<file path="src/hw/rtl/porm_pkg.sv">
package porm_pkg;

    // fixed widths of the channel fields
    localparam int PORT_W = 16;
    localparam int WL_W   = 22;

    // wirelength saturates here
    localparam logic [WL_W-1:0] WL_MAX = '1;

    // strobes from the sequencer to the net accumulator
    typedef struct packed {
        logic pin_take;    // pin transfer: update box or self position
        logic fin_span;    // net end, step 1: store bounds, compute spans
        logic fin_sum;     // net end, step 2: add spans into wirelength
        logic clear_cell;  // result loaded for output: back to per-cell reset
    } t_acc_ctrl;

    // status of the median selection unit
    typedef struct packed {
        logic busy;
        logic done;
    } t_sel_stat;

endpackage

</file>
<file path="src/hw/rtl/porm_if.sv">
interface porm_pin_if;
    logic                         valid;
    logic                         ready;
    logic [porm_pkg::PORT_W-1:0]  pin_x;
    logic [porm_pkg::PORT_W-1:0]  pin_y;
    logic                         is_self;
    logic                         last_pin;
    logic                         last_net;

    modport source (output valid, pin_x, pin_y, is_self, last_pin, last_net, input ready);
    modport sink   (input valid, pin_x, pin_y, is_self, last_pin, last_net, output ready);
endinterface

interface porm_res_if;
    logic                         valid;
    logic                         ready;
    logic [porm_pkg::PORT_W-1:0]  left_edge;
    logic [porm_pkg::PORT_W-1:0]  right_edge;
    logic [porm_pkg::PORT_W-1:0]  top_edge;
    logic [porm_pkg::PORT_W-1:0]  bottom_edge;
    logic [porm_pkg::WL_W-1:0]    cell_wirelength;
    logic                         net_overflow;

    modport source (output valid, left_edge, right_edge, top_edge, bottom_edge,
                    cell_wirelength, net_overflow, input ready);
    modport sink   (input valid, left_edge, right_edge, top_edge, bottom_edge,
                    cell_wirelength, net_overflow, output ready);
endinterface

</file>
<file path="src/hw/rtl/placement_optimal_region_median_core.sv">
// Channel   Dir  Modport  Transfer when       Payload
// i_pin     in   sink     valid && ready      pin_x, pin_y, is_self, last_pin, last_net
// o_res     out  source   valid && ready      four region edges, cell_wirelength, net_overflow
//
// Steps: a pin inside a net is a box update; a pin that ends a net goes
//   through box update, bound store plus spans, and wirelength add.
// End of list: the median search ranks each of the 2N stored bounds against
//   all 2N, itself included, through one comparator, on each of the 2 axes.
// Reset: i_rst_n synchronous, active low; clears control state and the
//   per-cell box, counts and flags. Bound stores are not cleared.
// Stalls: i_pin.ready is low while a net closes, a search runs or a result waits to load.
//   A result waits in the output register; the next cell's pins are taken
//   meanwhile, and a second result waits until the first transfers.
module placement_optimal_region_median_core #(
    parameter int MAX_NETS   = 32,
    parameter int COORD_BITS = 16
) (
    input  logic       i_clk,
    input  logic       i_rst_n,
    porm_pin_if.sink   i_pin,
    porm_res_if.source o_res
);

    localparam int IDX_W = (MAX_NETS > 1) ? $clog2(MAX_NETS) : 1;
    localparam int CNT_W = $clog2(MAX_NETS + 1);

    // sequencer states
    localparam logic [2:0] S_IDLE = 3'd0;  // taking pins
    localparam logic [2:0] S_SPAN = 3'd1;  // store bounds, spans of the box with the cell
    localparam logic [2:0] S_SUM  = 3'd2;  // accumulate wirelength
    localparam logic [2:0] S_SEL  = 3'd3;  // median search running
    localparam logic [2:0] S_DONE = 3'd4;  // load output register

    logic [2:0] r_state;
    logic       r_last_net;
    logic       r_ov;

    // output payload register
    logic [porm_pkg::PORT_W-1:0] r_left, r_right, r_top, r_bottom;
    logic [porm_pkg::WL_W-1:0]   r_wl;
    logic                        r_ovf;

    porm_pkg::t_acc_ctrl w_acc;
    porm_pkg::t_sel_stat w_sel_stat;

    logic                        w_pin_xfer;
    logic                        w_out_xfer;
    logic                        w_load;
    logic                        w_start;
    logic [COORD_BITS-1:0]       w_x, w_y;
    logic                        w_we;
    logic [IDX_W-1:0]            w_waddr;
    logic [COORD_BITS-1:0]       w_xlo, w_xhi, w_ylo, w_yhi;
    logic [CNT_W-1:0]            w_cnt;
    logic [porm_pkg::WL_W-1:0]   w_wl;
    logic                        w_ovf;
    logic [COORD_BITS-1:0]       w_xl, w_xh, w_yl, w_yh;
    logic                        w_empty;

    assign i_pin.ready = (r_state == S_IDLE);
    assign w_pin_xfer  = i_pin.valid && i_pin.ready;
    assign w_out_xfer  = o_res.valid && o_res.ready;

    // coordinates are taken modulo 2^COORD_BITS
    assign w_x = COORD_BITS'(i_pin.pin_x);
    assign w_y = COORD_BITS'(i_pin.pin_y);

    // result moves into the output register once it is free or being drained
    assign w_load  = (r_state == S_DONE) && (!r_ov || o_res.ready);
    assign w_start = (r_state == S_SUM) && r_last_net && (w_cnt != '0);
    assign w_empty = (w_cnt == '0);

    assign w_acc.pin_take   = w_pin_xfer;
    assign w_acc.fin_span   = (r_state == S_SPAN);
    assign w_acc.fin_sum    = (r_state == S_SUM);
    assign w_acc.clear_cell = w_load;

    porm_net_acc #(
        .MAX_NETS   (MAX_NETS),
        .COORD_BITS (COORD_BITS),
        .IDX_W      (IDX_W),
        .CNT_W      (CNT_W)
    ) u_acc (
        .i_clk   (i_clk),
        .i_rst_n (i_rst_n),
        .i_ctrl  (w_acc),
        .i_x     (w_x),
        .i_y     (w_y),
        .i_self  (i_pin.is_self),
        .o_we    (w_we),
        .o_waddr (w_waddr),
        .o_xlo   (w_xlo),
        .o_xhi   (w_xhi),
        .o_ylo   (w_ylo),
        .o_yhi   (w_yhi),
        .o_cnt   (w_cnt),
        .o_wl    (w_wl),
        .o_ovf   (w_ovf)
    );

    porm_select #(
        .MAX_NETS   (MAX_NETS),
        .COORD_BITS (COORD_BITS),
        .IDX_W      (IDX_W),
        .CNT_W      (CNT_W)
    ) u_sel (
        .i_clk     (i_clk),
        .i_rst_n   (i_rst_n),
        .i_we      (w_we),
        .i_waddr   (w_waddr),
        .i_xlo     (w_xlo),
        .i_xhi     (w_xhi),
        .i_ylo     (w_ylo),
        .i_yhi     (w_yhi),
        .i_start   (w_start),
        .i_cnt     (w_cnt),
        .o_stat    (w_sel_stat),
        .o_x_lower (w_xl),
        .o_x_upper (w_xh),
        .o_y_lower (w_yl),
        .o_y_upper (w_yh)
    );

    always_ff @(posedge i_clk) begin
        if (!i_rst_n) begin
            r_state    <= S_IDLE;
            r_last_net <= 1'b0;
            r_ov       <= 1'b0;
        end else begin
            unique case (r_state)
                S_IDLE: begin
                    if (w_pin_xfer && (i_pin.last_pin || i_pin.last_net)) begin
                        r_last_net <= i_pin.last_net;
                        r_state    <= S_SPAN;
                    end
                end
                S_SPAN: begin
                    r_state <= S_SUM;
                end
                S_SUM: begin
                    // an empty list skips the search and reports zero edges
                    if (!r_last_net) begin
                        r_state <= S_IDLE;
                    end else if (w_empty) begin
                        r_state <= S_DONE;
                    end else begin
                        r_state <= S_SEL;
                    end
                end
                S_SEL: begin
                    if (w_sel_stat.done) begin
                        r_state <= S_DONE;
                    end
                end
                S_DONE: begin
                    if (w_load) begin
                        r_state <= S_IDLE;
                    end
                end
                default: begin
                    r_state <= S_IDLE;
                end
            endcase

            if (w_load) begin
                r_ov <= 1'b1;
            end else if (w_out_xfer) begin
                r_ov <= 1'b0;
            end
        end
    end

    always_ff @(posedge i_clk) begin
        if (w_load) begin
            r_left   <= w_empty ? '0 : porm_pkg::PORT_W'(w_xl);
            r_right  <= w_empty ? '0 : porm_pkg::PORT_W'(w_xh);
            r_top    <= w_empty ? '0 : porm_pkg::PORT_W'(w_yl);
            r_bottom <= w_empty ? '0 : porm_pkg::PORT_W'(w_yh);
            r_wl     <= w_wl;
            r_ovf    <= w_ovf;
        end
    end

    assign o_res.valid           = r_ov;
    assign o_res.left_edge       = r_left;
    assign o_res.right_edge      = r_right;
    assign o_res.top_edge        = r_top;
    assign o_res.bottom_edge     = r_bottom;
    assign o_res.cell_wirelength = r_wl;
    assign o_res.net_overflow    = r_ovf;

    a_list_end_stalls: assert property (@(posedge i_clk) disable iff (!i_rst_n)
        (w_pin_xfer && i_pin.last_net) |=> !i_pin.ready)
        else $error("pin taken right after end of list");

    a_cnt_cap: assert property (@(posedge i_clk) disable iff (!i_rst_n)
        w_cnt <= CNT_W'(MAX_NETS))
        else $error("stored net count above capacity");

    a_ovf_full: assert property (@(posedge i_clk) disable iff (!i_rst_n)
        w_ovf |-> (w_cnt == CNT_W'(MAX_NETS)))
        else $error("overflow flagged with room left");

    a_sel_busy: assert property (@(posedge i_clk) disable iff (!i_rst_n)
        (r_state == S_SEL) |-> w_sel_stat.busy)
        else $error("sequencer waits on an idle median unit");

    a_done_in_sel: assert property (@(posedge i_clk) disable iff (!i_rst_n)
        w_sel_stat.done |-> (r_state == S_SEL))
        else $error("median done outside search state");

endmodule

</file>
<file path="src/hw/rtl/porm_net_acc.sv">
module porm_net_acc #(
    parameter int MAX_NETS   = 32,
    parameter int COORD_BITS = 16,
    parameter int IDX_W      = 5,
    parameter int CNT_W      = 6
) (
    input  logic                      i_clk,
    input  logic                      i_rst_n,
    input  porm_pkg::t_acc_ctrl       i_ctrl,
    input  logic [COORD_BITS-1:0]     i_x,
    input  logic [COORD_BITS-1:0]     i_y,
    input  logic                      i_self,
    output logic                      o_we,
    output logic [IDX_W-1:0]          o_waddr,
    output logic [COORD_BITS-1:0]     o_xlo,
    output logic [COORD_BITS-1:0]     o_xhi,
    output logic [COORD_BITS-1:0]     o_ylo,
    output logic [COORD_BITS-1:0]     o_yhi,
    output logic [CNT_W-1:0]          o_cnt,
    output logic [porm_pkg::WL_W-1:0] o_wl,
    output logic                      o_ovf
);

    localparam logic [COORD_BITS-1:0] SENTINEL = '1;
    localparam logic [CNT_W-1:0]      CAP      = CNT_W'(MAX_NETS);
    localparam int SUM_W = (COORD_BITS + 2 > porm_pkg::WL_W + 1) ?
                           COORD_BITS + 2 : porm_pkg::WL_W + 1;

    logic [COORD_BITS-1:0]     r_xmin, r_xmax, r_ymin, r_ymax;
    logic [COORD_BITS-1:0]     r_sx, r_sy;
    logic                      r_seen;
    logic [COORD_BITS-1:0]     r_spx, r_spy;
    logic                      r_keep;
    logic [CNT_W-1:0]          r_cnt;
    logic [porm_pkg::WL_W-1:0] r_wl;
    logic                      r_ovf;

    logic                      w_full;
    logic [COORD_BITS-1:0]     w_ixmin, w_ixmax, w_iymin, w_iymax;
    logic [COORD_BITS-1:0]     w_spx, w_spy;
    logic [SUM_W-1:0]          w_sum;

    assign w_full = (r_cnt == CAP);

    // box including the cell, once its position is known
    assign w_ixmin = (r_seen && r_sx < r_xmin) ? r_sx : r_xmin;
    assign w_ixmax = (r_seen && r_sx > r_xmax) ? r_sx : r_xmax;
    assign w_iymin = (r_seen && r_sy < r_ymin) ? r_sy : r_ymin;
    assign w_iymax = (r_seen && r_sy > r_ymax) ? r_sy : r_ymax;

    // absolute spans: an empty box has min above max
    assign w_spx = (w_ixmax >= w_ixmin) ? w_ixmax - w_ixmin : w_ixmin - w_ixmax;
    assign w_spy = (w_iymax >= w_iymin) ? w_iymax - w_iymin : w_iymin - w_iymax;

    assign w_sum = SUM_W'(r_wl) + SUM_W'(r_spx) + SUM_W'(r_spy);

    assign o_we    = i_ctrl.fin_span && !w_full;
    assign o_waddr = r_cnt[IDX_W-1:0];
    assign o_xlo   = r_xmin;
    assign o_xhi   = r_xmax;
    assign o_ylo   = r_ymin;
    assign o_yhi   = r_ymax;
    assign o_cnt   = r_cnt;
    assign o_wl    = r_wl;
    assign o_ovf   = r_ovf;

    always_ff @(posedge i_clk) begin
        if (!i_rst_n) begin
            r_xmin <= SENTINEL;
            r_xmax <= '0;
            r_ymin <= SENTINEL;
            r_ymax <= '0;
            r_seen <= 1'b0;
            r_keep <= 1'b0;
            r_cnt  <= '0;
            r_wl   <= '0;
            r_ovf  <= 1'b0;
        end else begin
            if (i_ctrl.pin_take) begin
                if (i_self) begin
                    r_seen <= 1'b1;
                end else begin
                    if (i_x < r_xmin) r_xmin <= i_x;
                    if (i_x > r_xmax) r_xmax <= i_x;
                    if (i_y < r_ymin) r_ymin <= i_y;
                    if (i_y > r_ymax) r_ymax <= i_y;
                end
            end
            if (i_ctrl.fin_span) begin
                r_keep <= !w_full;
                if (w_full) begin
                    r_ovf <= 1'b1;
                end else begin
                    r_cnt <= r_cnt + 1'b1;
                end
                r_xmin <= SENTINEL;
                r_xmax <= '0;
                r_ymin <= SENTINEL;
                r_ymax <= '0;
            end
            if (i_ctrl.fin_sum && r_keep) begin
                if (w_sum > SUM_W'(porm_pkg::WL_MAX)) begin
                    r_wl <= porm_pkg::WL_MAX;
                end else begin
                    r_wl <= w_sum[porm_pkg::WL_W-1:0];
                end
            end
            if (i_ctrl.clear_cell) begin
                r_seen <= 1'b0;
                r_cnt  <= '0;
                r_wl   <= '0;
                r_ovf  <= 1'b0;
            end
        end
    end

    // payload: self position and spans
    always_ff @(posedge i_clk) begin
        if (i_ctrl.pin_take && i_self) begin
            r_sx <= i_x;
            r_sy <= i_y;
        end
        if (i_ctrl.fin_span) begin
            r_spx <= w_spx;
            r_spy <= w_spy;
        end
    end

endmodule

</file>
<file path="src/hw/rtl/porm_select.sv">
module porm_select #(
    parameter int MAX_NETS   = 32,
    parameter int COORD_BITS = 16,
    parameter int IDX_W      = 5,
    parameter int CNT_W      = 6
) (
    input  logic                  i_clk,
    input  logic                  i_rst_n,
    input  logic                  i_we,
    input  logic [IDX_W-1:0]      i_waddr,
    input  logic [COORD_BITS-1:0] i_xlo,
    input  logic [COORD_BITS-1:0] i_xhi,
    input  logic [COORD_BITS-1:0] i_ylo,
    input  logic [COORD_BITS-1:0] i_yhi,
    input  logic                  i_start,
    input  logic [CNT_W-1:0]      i_cnt,
    output porm_pkg::t_sel_stat   o_stat,
    output logic [COORD_BITS-1:0] o_x_lower,
    output logic [COORD_BITS-1:0] o_x_upper,
    output logic [COORD_BITS-1:0] o_y_lower,
    output logic [COORD_BITS-1:0] o_y_upper
);

    localparam int SCAN_W = IDX_W + 1;   // index over the 2N bounds
    localparam int RANK_W = CNT_W + 1;   // rank counts up to 2N

    localparam logic [2:0] SL_IDLE = 3'd0;
    localparam logic [2:0] SL_CRD  = 3'd1;
    localparam logic [2:0] SL_CLD  = 3'd2;
    localparam logic [2:0] SL_SCAN = 3'd3;
    localparam logic [2:0] SL_EVAL = 3'd4;

    // bound stores: one entry per stored net, min and max kept apart
    logic [COORD_BITS-1:0] m_xlo [MAX_NETS];
    logic [COORD_BITS-1:0] m_xhi [MAX_NETS];
    logic [COORD_BITS-1:0] m_ylo [MAX_NETS];
    logic [COORD_BITS-1:0] m_yhi [MAX_NETS];

    logic [2:0]            r_state;
    logic                  r_axis;
    logic [SCAN_W-1:0]     r_cand, r_j;
    logic                  r_iss_done, r_dv, r_dlsb;
    logic [COORD_BITS-1:0] r_cval;
    logic [RANK_W-1:0]     r_lt, r_le;
    logic [COORD_BITS-1:0] r_rxl, r_rxh, r_ryl, r_ryh;
    logic [COORD_BITS-1:0] r_xl, r_xh, r_yl, r_yh;

    logic [SCAN_W-1:0]     w_last;
    logic [IDX_W-1:0]      w_raddr;
    logic                  w_rlsb;
    logic [COORD_BITS-1:0] w_rdata;
    logic [RANK_W-1:0]     w_n;
    logic                  w_hit_lo, w_hit_hi;
    logic                  w_cand_end;

    assign w_last  = SCAN_W'({i_cnt, 1'b0} - 1'b1);
    assign w_raddr = (r_state == SL_CRD) ? r_cand[SCAN_W-1:1] : r_j[SCAN_W-1:1];
    assign w_rlsb  = (r_state == SL_CRD) ? r_cand[0] : r_j[0];
    assign w_rdata = r_axis ? (r_dlsb ? r_ryh : r_ryl) : (r_dlsb ? r_rxh : r_rxl);

    // candidate is the lower median when lt <= N-1 < le, upper when lt <= N < le
    assign w_n      = RANK_W'(i_cnt);
    assign w_hit_lo = (r_lt < w_n) && (w_n <= r_le);
    assign w_hit_hi = (r_lt <= w_n) && (w_n < r_le);
    assign w_cand_end = (r_cand == w_last);

    assign o_stat.busy = (r_state != SL_IDLE);
    assign o_stat.done = (r_state == SL_EVAL) && w_cand_end && r_axis;
    assign o_x_lower   = r_xl;
    assign o_x_upper   = r_xh;
    assign o_y_lower   = r_yl;
    assign o_y_upper   = r_yh;

    always_ff @(posedge i_clk) begin
        if (i_we) begin
            m_xlo[i_waddr] <= i_xlo;
            m_xhi[i_waddr] <= i_xhi;
            m_ylo[i_waddr] <= i_ylo;
            m_yhi[i_waddr] <= i_yhi;
        end
        r_rxl  <= m_xlo[w_raddr];
        r_rxh  <= m_xhi[w_raddr];
        r_ryl  <= m_ylo[w_raddr];
        r_ryh  <= m_yhi[w_raddr];
        r_dlsb <= w_rlsb;
    end

    always_ff @(posedge i_clk) begin
        if (!i_rst_n) begin
            r_state    <= SL_IDLE;
            r_axis     <= 1'b0;
            r_cand     <= '0;
            r_j        <= '0;
            r_iss_done <= 1'b0;
            r_dv       <= 1'b0;
            r_lt       <= '0;
            r_le       <= '0;
        end else begin
            unique case (r_state)
                SL_IDLE: begin
                    if (i_start) begin
                        r_axis  <= 1'b0;
                        r_cand  <= '0;
                        r_state <= SL_CRD;
                    end
                end
                SL_CRD: begin
                    r_state <= SL_CLD;
                end
                SL_CLD: begin
                    r_cval     <= w_rdata;
                    r_j        <= '0;
                    r_iss_done <= 1'b0;
                    r_dv       <= 1'b0;
                    r_lt       <= '0;
                    r_le       <= '0;
                    r_state    <= SL_SCAN;
                end
                SL_SCAN: begin
                    // issue one read a cycle, compare each in the cycle after
                    r_dv <= !r_iss_done;
                    if (!r_iss_done) begin
                        if (r_j == w_last) begin
                            r_iss_done <= 1'b1;
                        end else begin
                            r_j <= r_j + 1'b1;
                        end
                    end
                    if (r_dv) begin
                        if (w_rdata < r_cval) begin
                            r_lt <= r_lt + 1'b1;
                            r_le <= r_le + 1'b1;
                        end else if (w_rdata == r_cval) begin
                            r_le <= r_le + 1'b1;
                        end
                    end
                    if (r_iss_done && !r_dv) begin
                        r_state <= SL_EVAL;
                    end
                end
                SL_EVAL: begin
                    if (w_cand_end) begin
                        r_cand <= '0;
                        if (r_axis) begin
                            r_state <= SL_IDLE;
                        end else begin
                            r_axis  <= 1'b1;
                            r_state <= SL_CRD;
                        end
                    end else begin
                        r_cand  <= r_cand + 1'b1;
                        r_state <= SL_CRD;
                    end
                end
                default: begin
                    r_state <= SL_IDLE;
                end
            endcase
        end
    end

    // median registers
    always_ff @(posedge i_clk) begin
        if (r_state == SL_EVAL) begin
            if (r_axis) begin
                if (w_hit_lo) r_yl <= r_cval;
                if (w_hit_hi) r_yh <= r_cval;
            end else begin
                if (w_hit_lo) r_xl <= r_cval;
                if (w_hit_hi) r_xh <= r_cval;
            end
        end
    end

    a_done_from_eval: assert property (@(posedge i_clk) disable iff (!i_rst_n)
        o_stat.done |=> (r_state == SL_IDLE))
        else $error("select done did not return to idle");

    a_scan_bounded: assert property (@(posedge i_clk) disable iff (!i_rst_n)
        (r_state == SL_SCAN) |-> (r_le <= RANK_W'({i_cnt, 1'b0})))
        else $error("rank count exceeds number of bounds");

    a_lt_le: assert property (@(posedge i_clk) disable iff (!i_rst_n)
        (r_state == SL_EVAL) |-> (r_lt < r_le))
        else $error("candidate not counted against itself");

endmodule

</file>
<file path="src/flat_wrapper.sv">
// flat-port wrapper written by rule: the top's interface ports become plain ports
module placement_optimal_region_median_core_flat 
#(
    parameter int MAX_NETS   = 32,
    parameter int COORD_BITS = 16
)
  (i_clk, i_rst_n, i_pin_valid, i_pin_pin_x, i_pin_pin_y, i_pin_is_self, i_pin_last_pin, i_pin_last_net, i_pin_ready, o_res_valid, o_res_left_edge, o_res_right_edge, o_res_top_edge, o_res_bottom_edge, o_res_cell_wirelength, o_res_net_overflow, o_res_ready);
  porm_pin_if i_pin_i ();
  porm_res_if o_res_i ();
  input  logic i_clk;
  input  logic i_rst_n;
  input wire logic [$bits(i_pin_i.valid)-1:0] i_pin_valid;
  input wire logic [$bits(i_pin_i.pin_x)-1:0] i_pin_pin_x;
  input wire logic [$bits(i_pin_i.pin_y)-1:0] i_pin_pin_y;
  input wire logic [$bits(i_pin_i.is_self)-1:0] i_pin_is_self;
  input wire logic [$bits(i_pin_i.last_pin)-1:0] i_pin_last_pin;
  input wire logic [$bits(i_pin_i.last_net)-1:0] i_pin_last_net;
  output wire logic [$bits(i_pin_i.ready)-1:0] i_pin_ready;
  output wire logic [$bits(o_res_i.valid)-1:0] o_res_valid;
  output wire logic [$bits(o_res_i.left_edge)-1:0] o_res_left_edge;
  output wire logic [$bits(o_res_i.right_edge)-1:0] o_res_right_edge;
  output wire logic [$bits(o_res_i.top_edge)-1:0] o_res_top_edge;
  output wire logic [$bits(o_res_i.bottom_edge)-1:0] o_res_bottom_edge;
  output wire logic [$bits(o_res_i.cell_wirelength)-1:0] o_res_cell_wirelength;
  output wire logic [$bits(o_res_i.net_overflow)-1:0] o_res_net_overflow;
  input wire logic [$bits(o_res_i.ready)-1:0] o_res_ready;
  assign i_pin_i.valid = i_pin_valid;
  assign i_pin_i.pin_x = i_pin_pin_x;
  assign i_pin_i.pin_y = i_pin_pin_y;
  assign i_pin_i.is_self = i_pin_is_self;
  assign i_pin_i.last_pin = i_pin_last_pin;
  assign i_pin_i.last_net = i_pin_last_net;
  assign i_pin_ready = i_pin_i.ready;
  assign o_res_valid = o_res_i.valid;
  assign o_res_left_edge = o_res_i.left_edge;
  assign o_res_right_edge = o_res_i.right_edge;
  assign o_res_top_edge = o_res_i.top_edge;
  assign o_res_bottom_edge = o_res_i.bottom_edge;
  assign o_res_cell_wirelength = o_res_i.cell_wirelength;
  assign o_res_net_overflow = o_res_i.net_overflow;
  assign o_res_i.ready = o_res_ready;
  placement_optimal_region_median_core #(.MAX_NETS(MAX_NETS), .COORD_BITS(COORD_BITS)) u_core (.i_clk(i_clk), .i_rst_n(i_rst_n), .i_pin(i_pin_i), .o_res(o_res_i));
endmodule
</file>
<file path="config.mk">
export PLATFORM = sky130hd
export DESIGN_NAME = placement_optimal_region_median_core_flat
export DESIGN_NICKNAME = d
export VERILOG_FILES = /design/src/hw/rtl/porm_pkg.sv /design/src/hw/rtl/porm_if.sv /design/src/hw/rtl/placement_optimal_region_median_core.sv /design/src/hw/rtl/porm_net_acc.sv /design/src/hw/rtl/porm_select.sv /design/src/flat_wrapper.sv
export SDC_FILE = /design/constraint.sdc
export NUM_CORES = 2
export LEC_CHECK = 0
export BUFFER_PORTS_ARGS = -buffer_cell sky130_fd_sc_hd__clkbuf_2
export CAP_MARGIN = 20
export CELL_PAD_IN_SITES_DETAIL_PLACEMENT = 1
export CELL_PAD_IN_SITES_GLOBAL_PLACEMENT = 2
export CORE_MARGIN = 5
export CORE_UTILIZATION = 49
export CTS_BUF_LIST = sky130_fd_sc_hd__clkbuf_16
export DETAILED_ROUTE_END_ITERATION = 6
export PLACE_DENSITY_LB_ADDON = 0.3
export SLEW_MARGIN = 20
export SYNTH_ARGS = -nofsm -noshare
export SYNTH_HDL_FRONTEND = slang
export SYNTH_SLANG_ARGS = --single-unit
</file>
<file path="constraint.sdc">
create_clock -name i_clk -period 14.2 [get_ports i_clk]
set_clock_uncertainty 0.05 [all_clocks]
set_input_delay 2.13 -clock i_clk [delete_from_list [all_inputs] [get_ports i_clk]]
set_output_delay 2.13 -clock i_clk [all_outputs]
set_load 0.01 [all_outputs]
</file>
Word level (Yosys, flattened, before mapping)
Memories as Yosys holds them, arrays and structs flattened. A register that Yosys moved wholly into a read port is not among the register bits. Cells that the tools add are included.

Add/sub/neg operators: 12. Magnitude comparators: 16. Equal/unequal tests: 23. Multiplexer cells: 47. Bitwise operators: 4. Reduce and logical (&&, ||, !) cells: 53.

Operators by type and width (number): 2-to-1 mux 16 bit (9); < comparator 16 bit (5); greater-than comparator 16 bit (4); subtractor 16 bit (4); AND reduction 3 bit (13); 2-to-1 mux 7 bit (5); >= comparator 16 bit (2); case mux 3 bit (5 select lines) (2); case mux 7 bit (2 select lines) (2); 2-to-1 mux 3 bit (8); 2-to-1 mux 6 bit (4); case mux 6 bit (2 select lines) (2); adder 22 x 16 -> 23 bit (1); adder 23 x 16 -> 23 bit (1); greater-than comparator 23 x 22 -> 1 bit, second input constant (1); 2-to-1 mux 22 bit (1); adder 6 x 1 -> 6 bit, second input constant (3); logical AND 1 bit (18); inequality test 2 bit, second input constant (9); == test 16 bit (1); adder 7 x 1 -> 7 bit, second input constant (2); AND reduction 2 bit (7); == test 3 x 2 -> 1 bit, second input constant (4); == test 6 bit (2); 21 further kinds (45).

Register bits after elaboration: 364. Memory bits (writable): 2048. Bits of input ports: 39. Output and inout port bits: 89. Word-level logic and storage cells: 195. Memories: 4.

Memory list: u_core.u_sel.m_xhi (depth 32, width 16, rd ports 1, clocked after Yosys merged registers in 1, write ports 1, line porm_select.sv:35) `logic [COORD_BITS-1:0] m_xhi [MAX_NETS];`; u_core.u_sel.m_xlo (depth 32, width 16, rd ports 1, clocked after Yosys merged registers in 1, write ports 1, line porm_select.sv:34) `logic [COORD_BITS-1:0] m_xlo [MAX_NETS];`; u_core.u_sel.m_yhi (depth 32, width 16, rd ports 1, clocked after Yosys merged registers in 1, write ports 1, line porm_select.sv:37) `logic [COORD_BITS-1:0] m_yhi [MAX_NETS];`; u_core.u_sel.m_ylo (depth 32, width 16, rd ports 1, clocked after Yosys merged registers in 1, write ports 1, line porm_select.sv:36) `logic [COORD_BITS-1:0] m_ylo [MAX_NETS];`.

Logic depth before layout (Yosys ltp)
Depth in word-level cells: 7. Mapped depth: 24. Mapped depth without buffers: 21.

Cells and area by module
Synthesis repeated with hierarchy kept, for this count alone.

Cells, all modules: 7810. Area total of the unflattened synthesis: 106464.6 µm².

By module, submodules not included: porm_select (times used 1, cells an instance 6201, area each 89573.4 µm², seq. area each 65843.1 µm²); porm_net_acc (times used 1, cells an instance 1415, area each 13523.0 µm², seq. area each 3823.7 µm²); placement_optimal_region_median_core (times used 1, cells an instance 194, area each 3368.2 µm², seq. area each 2712.6 µm²).

Worst setup path after synthesis
Ideal clock, no wire load.

Kind: register to register. Start point: register u_core.r_state[0]. End point: memory u_core.u_sel.m_xhi[0][0] (enable). Library setup time: 0.644 ns. Arrival: 7.034 ns. Data required time: 13.506 ns. Path slack: 6.472 ns. Cell stages (with the launch flop): 3. Path buffers: 0. Clock period less this slack: 7.728 ns. Cell sequence: dfxtp_1 -> or3b_2 -> nor4_1.

Cells in the longest elaborated chain, start to end: 4.

RTL lines: start: declaration (line placement_optimal_region_median_core.sv:34) `logic [2:0] r_state;`; start signal: assignment (line placement_optimal_region_median_core.sv:126) `r_state <= S_IDLE;`; start signal: assignment (line placement_optimal_region_median_core.sv:134) `r_state <= S_SPAN;`; start signal: assignment (line placement_optimal_region_median_core.sv:138) `r_state <= S_SUM;`; == test 3 x 1 -> 1 bit (line placement_optimal_region_median_core.sv:74) `assign w_acc.fin_span = (r_state == S_SPAN);`; logical AND 1 bit (line porm_net_acc.sv:57) `assign o_we = i_ctrl.fin_span && !w_full;`; 2-to-1 mux 1 bit (line porm_select.sv:75) `if (i_we) begin`; 2-to-1 mux 1 bit (implied by the code) (line porm_select.sv:77) `m_xhi[i_waddr] <= i_xhi;`; end: declaration (line porm_select.sv:35).

No other way between the ends.

Worst setup path in the final report
Start point: register u_core.u_acc.r_xmax[1] (netlist: u_core.u_acc.o_xhi[1]). End point: register u_core.u_acc.r_spx[12], data pin.

Cells in the longest elaborated chain, start to end: 5. Elaborated cells on any way between the ends: 7. Those cells by class: 2 x add/sub; 2 x order compare; 2 x mux; 1 x reduce/logical.

RTL lines: start: declaration (line porm_net_acc.sv:29) `logic [COORD_BITS-1:0] r_xmin, r_xmax, r_ymin, r_ymax;`; start signal: assignment (line porm_net_acc.sv:84) `if (i_x > r_xmax) r_xmax <= i_x;`; greater-than comparator 16 bit (line porm_net_acc.sv:47) `assign w_ixmax = (r_seen && r_sx > r_xmax) ? r_sx : r_xmax;`; logical AND 1 bit (line porm_net_acc.sv:47); 2-to-1 mux 16 bit (*) (line porm_net_acc.sv:47); subtractor 16 bit / >= comparator 16 bit (equally long branches) (line porm_net_acc.sv:52) `assign w_spx = (w_ixmax >= w_ixmin) ? w_ixmax - w_ixmin : w_ixmin - w_ixmax;`; 2-to-1 mux 16 bit (*) (line porm_net_acc.sv:52); named net u_core.u_acc.w_spx[12] (line porm_net_acc.sv:40) `logic [COORD_BITS-1:0] w_spx, w_spy;`; end signal: assignment (line porm_net_acc.sv:124) `r_spx <= w_spx;`; end: declaration (line porm_net_acc.sv:32) `logic [COORD_BITS-1:0] r_spx, r_spy;`.

Mark *: on every way through the listed nets, which the timed path passes. The rest lies on a longest branch. A chain may end at the register's enable or synchronous reset.

==> flow_metrics.py <==
metrics = {
    "run_status": {
        "status": "complete, no violations",
    },
    "cells_and_area": {
        "layout_common_cells": "edfxtp_1, nand2_1, nand3_1",
        "nets": 8460,
        "post_layout_nonfiller_instances": 11194,
        "regArea_sq_um": 72400,
        "syn2layout_area_growth_pct": 12.3,
        "fin_util_pct": 55.3,
        "drive_gt1_share_pct": 10.2,
        "nFillCells": 20750,
        "multi_input_area_sq_um": 29800,
        "final_common_cell": "edfxtp_1",
    },
    "drt": {
        "drt_iter0_drc": 8398,
        "detail-route-antenna-nets": 0,
        "drc": 0,
        "firstDrtPassIters": 6,
        "via_count": 71695,
        "wl_per_cell_um": 32.8,
        "wl_um": 367000,
        "avgViaCountPerCell": 6.40,
    },
    "floorplan": {
        "start_util_pct": 49.2,
        "die_h_um": 472,
        "die_w_um": 472,
        "die_area_sq_um": 222000,
        "rows": 169,
        "core_sq_um": 212000,
        "io_pins": 128,
    },
    "cts": {
        "clockBufferDepth": 4,
        "cts_tree": "yes",
        "htree_levels": 5,
        "clock_latency_ns": 0.94,
        "cts_root_buffer": "clkbuf_16",
        "numCtsBuffers": 279,
        "cts.clk_slew.worst_paths_ns": 0.06,
        "postCtsSetupBuffers": 0,
        "clock_sinks": 2476,
        "hold_buffers": 0,
        "ctsResizeCount": 0,
    },
    "worst_setup_path": {
        "arrival_ns": 6.81,
        "end_kind": "flip-flop",
        "critPathKind": "reg -> reg",
        "setup.worst_path.start_class": "flip-flop",
        "cp_common_cell": "o21a_1",
        "crit_family": "compound AO/OA/AOI/OAI gates",
        "required_ns": 14.80,
        "path_cells": "inv_1 > ha_1 > nor2b_1 > o21a_1 > o21a_1 > o21a_1 > o21a_1 > o21ai_0 > a221o_1 > buf_4 > mux2i_1 > ha_1 > inv_1 > fa_1 > a21o_1 > a211o_1 > a22oi_1 > a21oi_2 > buf_4 > or3_1 > a31oi_1 > xnor2_1",
        "critPathSlowestCell": "dfxtp_2",
        "critPathBufInv": 4,
        "crit_path_max_incr_delay_ns": 0.75,
        "worst-path-max-fanout": 36,
    },
    "synthesis": {
        "synth_area_sq_um": 104000,
        "synth_flop_cell": "edfxtp_1",
        "syn_area_per_cell_sq_um": 13.0,
        "synth-edff-count": 2279,
        "ys_warn_count": 0,
        "synthArstFlopShare_pct": 0,
        "seq_area_frac_synth_pct": 69.4,
        "ys_types": 75,
        "syn-num-nets": 8341,
        "syn_inst": 8042,
        "ys_ff_latch": 2476,
    },
    "sta": {
        "fin_crit_sh_pct": 43.7,
        "slew_headroom_pct": 18.2,
        "max_slew.worst_pin.slew_ns": 1.23,
        "worst_slack_ns": 7.99,
        "setup_tns_ns": 0,
        "period_needed_ns": 6.21,
        "drv_slew": 0,
        "setup_violations": 0,
        "max_freq_ghz": 0.161,
        "hold_violations": 0,
        "rsz0062_at_grt": "no",
    },
    "global_route": {
        "track_usage_pct": 32.3,
        "grt_pass1_wl_um": 523000,
        "overflow": 0,
        "grt_pass1_vias": 73672,
        "grt_max_degree": 152,
        "antenna_found_initial": 23,
    },
    "min_path": {
        "hold_class": "reg -> reg",
    },
    "placement": {
        "hpwlAfterDp_um": 204000,
        "pre_cts_ws_ns": 7.73,
        "gp_congestion": 0.900,
        "port-buffer-count": 127,
        "dp_cells": 10701,
    },
    "power_and_ir_drop": {
        "powerDensity_nw_per_um2": 134,
        "power.leakage_nw": 42.6,
        "ir_drop_mv": 0.149,
    },
    "job": {
        "cap_violations": 0,
    },
}
-- cell families after synthesis --
logic type	Yosys count	synth area share, %
muxes	304	3.20
xor gates and xnor gates	61	0.538
adders and majority gates	260	3.27
and+or+nand+nor	3079	12.9
buffers and inverters	637	2.55
AOI/OAI and AO/OA	1225	8.21
DFF	2476	69.4
-- worst paths after layout --
| check | start | endpoint | slack (ns) | cells past startpoint |
|---|---|---|---|---|
| hold / removal | u_core.u_acc.o_ovf | u_core.o_res.net_overflow | 0.38 | 0 |
| setup reg to reg | u_core.u_acc.o_xhi[1] | u_core.u_acc.r_spx[12] | 7.99 | 22 |
| setup / recovery | u_core.u_acc.o_xhi[1] | u_core.u_acc.r_spx[12] | 7.99 | 22 |
| hold reg to reg | u_core.u_acc.o_ovf | u_core.o_res.net_overflow | 0.38 | 0 |
-- where the power goes --
part,leakage [nW],internal (mW),switching [mW]
logic,16.0,0.229,0.465
clock network,4.42,4.00,2.90
registers,22.1,8.02,0.0699
-- stage by stage --
stage               cell area [sq um]  hold WS (ns)  power, mW
detailed placement             109000         0.371       8.92
finish                         117000         0.383       15.7
CTS                            117000         0.386       15.7
global placement               109000         0.366       8.90
global route                   117000         0.399       16.2
floorplan                      104000         0.358       8.63
-- per-layer routing --
layer / routed length, um / up-vias / global-route usage [%]
met3: 30700 / 751 / 5.68
met4: 18000 / 4 / 13.9
met2: 173000 / 3437 / 52.5
met1: 146000 / 37300 / 43.0
met5: 31 / - / 0
li1: - / 30203 / -
-- synthesized netlist by cell type, types with 8 or more instances --
cell	instances	area [sq um]
a2111oi_0	17	149
a211o_1	27	236
a211oi_1	14	105
a21o_1	121	908
a21oi_1	239	1200
a311o_1	8	80.1
a311oi_1	225	1970
a31oi_1	146	913
and2_1	9	56.3
and3_1	229	1430
buf_1	32	120
buf_2	169	846
buf_4	13	97.6
clkbuf_1	284	1070
dfxtp_1	197	3940
edfxtp_1	2279	68400
fa_1	21	420
ha_1	239	2990
inv_1	137	514
mux2_2	68	766
mux2i_1	216	2160
mux4_2	16	360
nand2_1	1908	7160
nand2b_1	13	81.3
nand3_1	590	2950
nand4_1	39	244
nor2_1	123	462
nor2b_1	81	507
nor3_1	36	180
o211ai_1	41	308
o21a_1	28	210
o21ai_0	132	661
o21ai_1	10	50.1
o21bai_1	15	113
o221ai_1	57	499
o22ai_1	37	231
o311ai_0	33	289
o31a_1	9	78.8
o31ai_1	24	180
or3_1	17	106
xnor2_1	37	324
xor2_1	22	193
-- layout make-up --
type / count / area share [%]
Clock buffer: 287 / 6.13
Timing Repair Buffer: 338 / 2.07
Multi-Input combinational cell: 4929 / 25.4
Sequential cell: 2476 / 61.8
Inverter: 137 / 0.440
Clock inverter: 196 / 1.16
Antenna cell: 10 / 0.0214
Tap cell: 2821 / 3.01
-- worst reg2reg max path, stage by stage, from the launching register on --
cell and delay (ns):
dfxtp_2 0.75, inv_1 0.19, ha_1 0.35, nor2b_1 0.14, o21a_1 0.16, o21a_1 0.17, o21a_1 0.17, o21a_1 0.17
o21ai_0 0.18, a221o_1 0.18, buf_4 0.43, mux2i_1 0.32, ha_1 0.21, inv_1 0.07, fa_1 0.45, a21o_1 0.19
a211o_1 0.36, a22oi_1 0.30, a21oi_2 0.12, buf_4 0.25, or3_1 0.42, a31oi_1 0.24, xnor2_1 0.10
-- registers in the layout, indices dropped and copies added (netlist names), 22 cells and up --
register	count
u_core.u_sel.m_yhi	512
u_core.u_sel.m_xhi	512
u_core.u_acc.o_wl	22
u_core.u_sel.m_xlo	512
u_core.o_res.cell_wirelength	22
u_core.u_sel.m_ylo	512
Note: power is estimated with default switching activity, not from simulation.
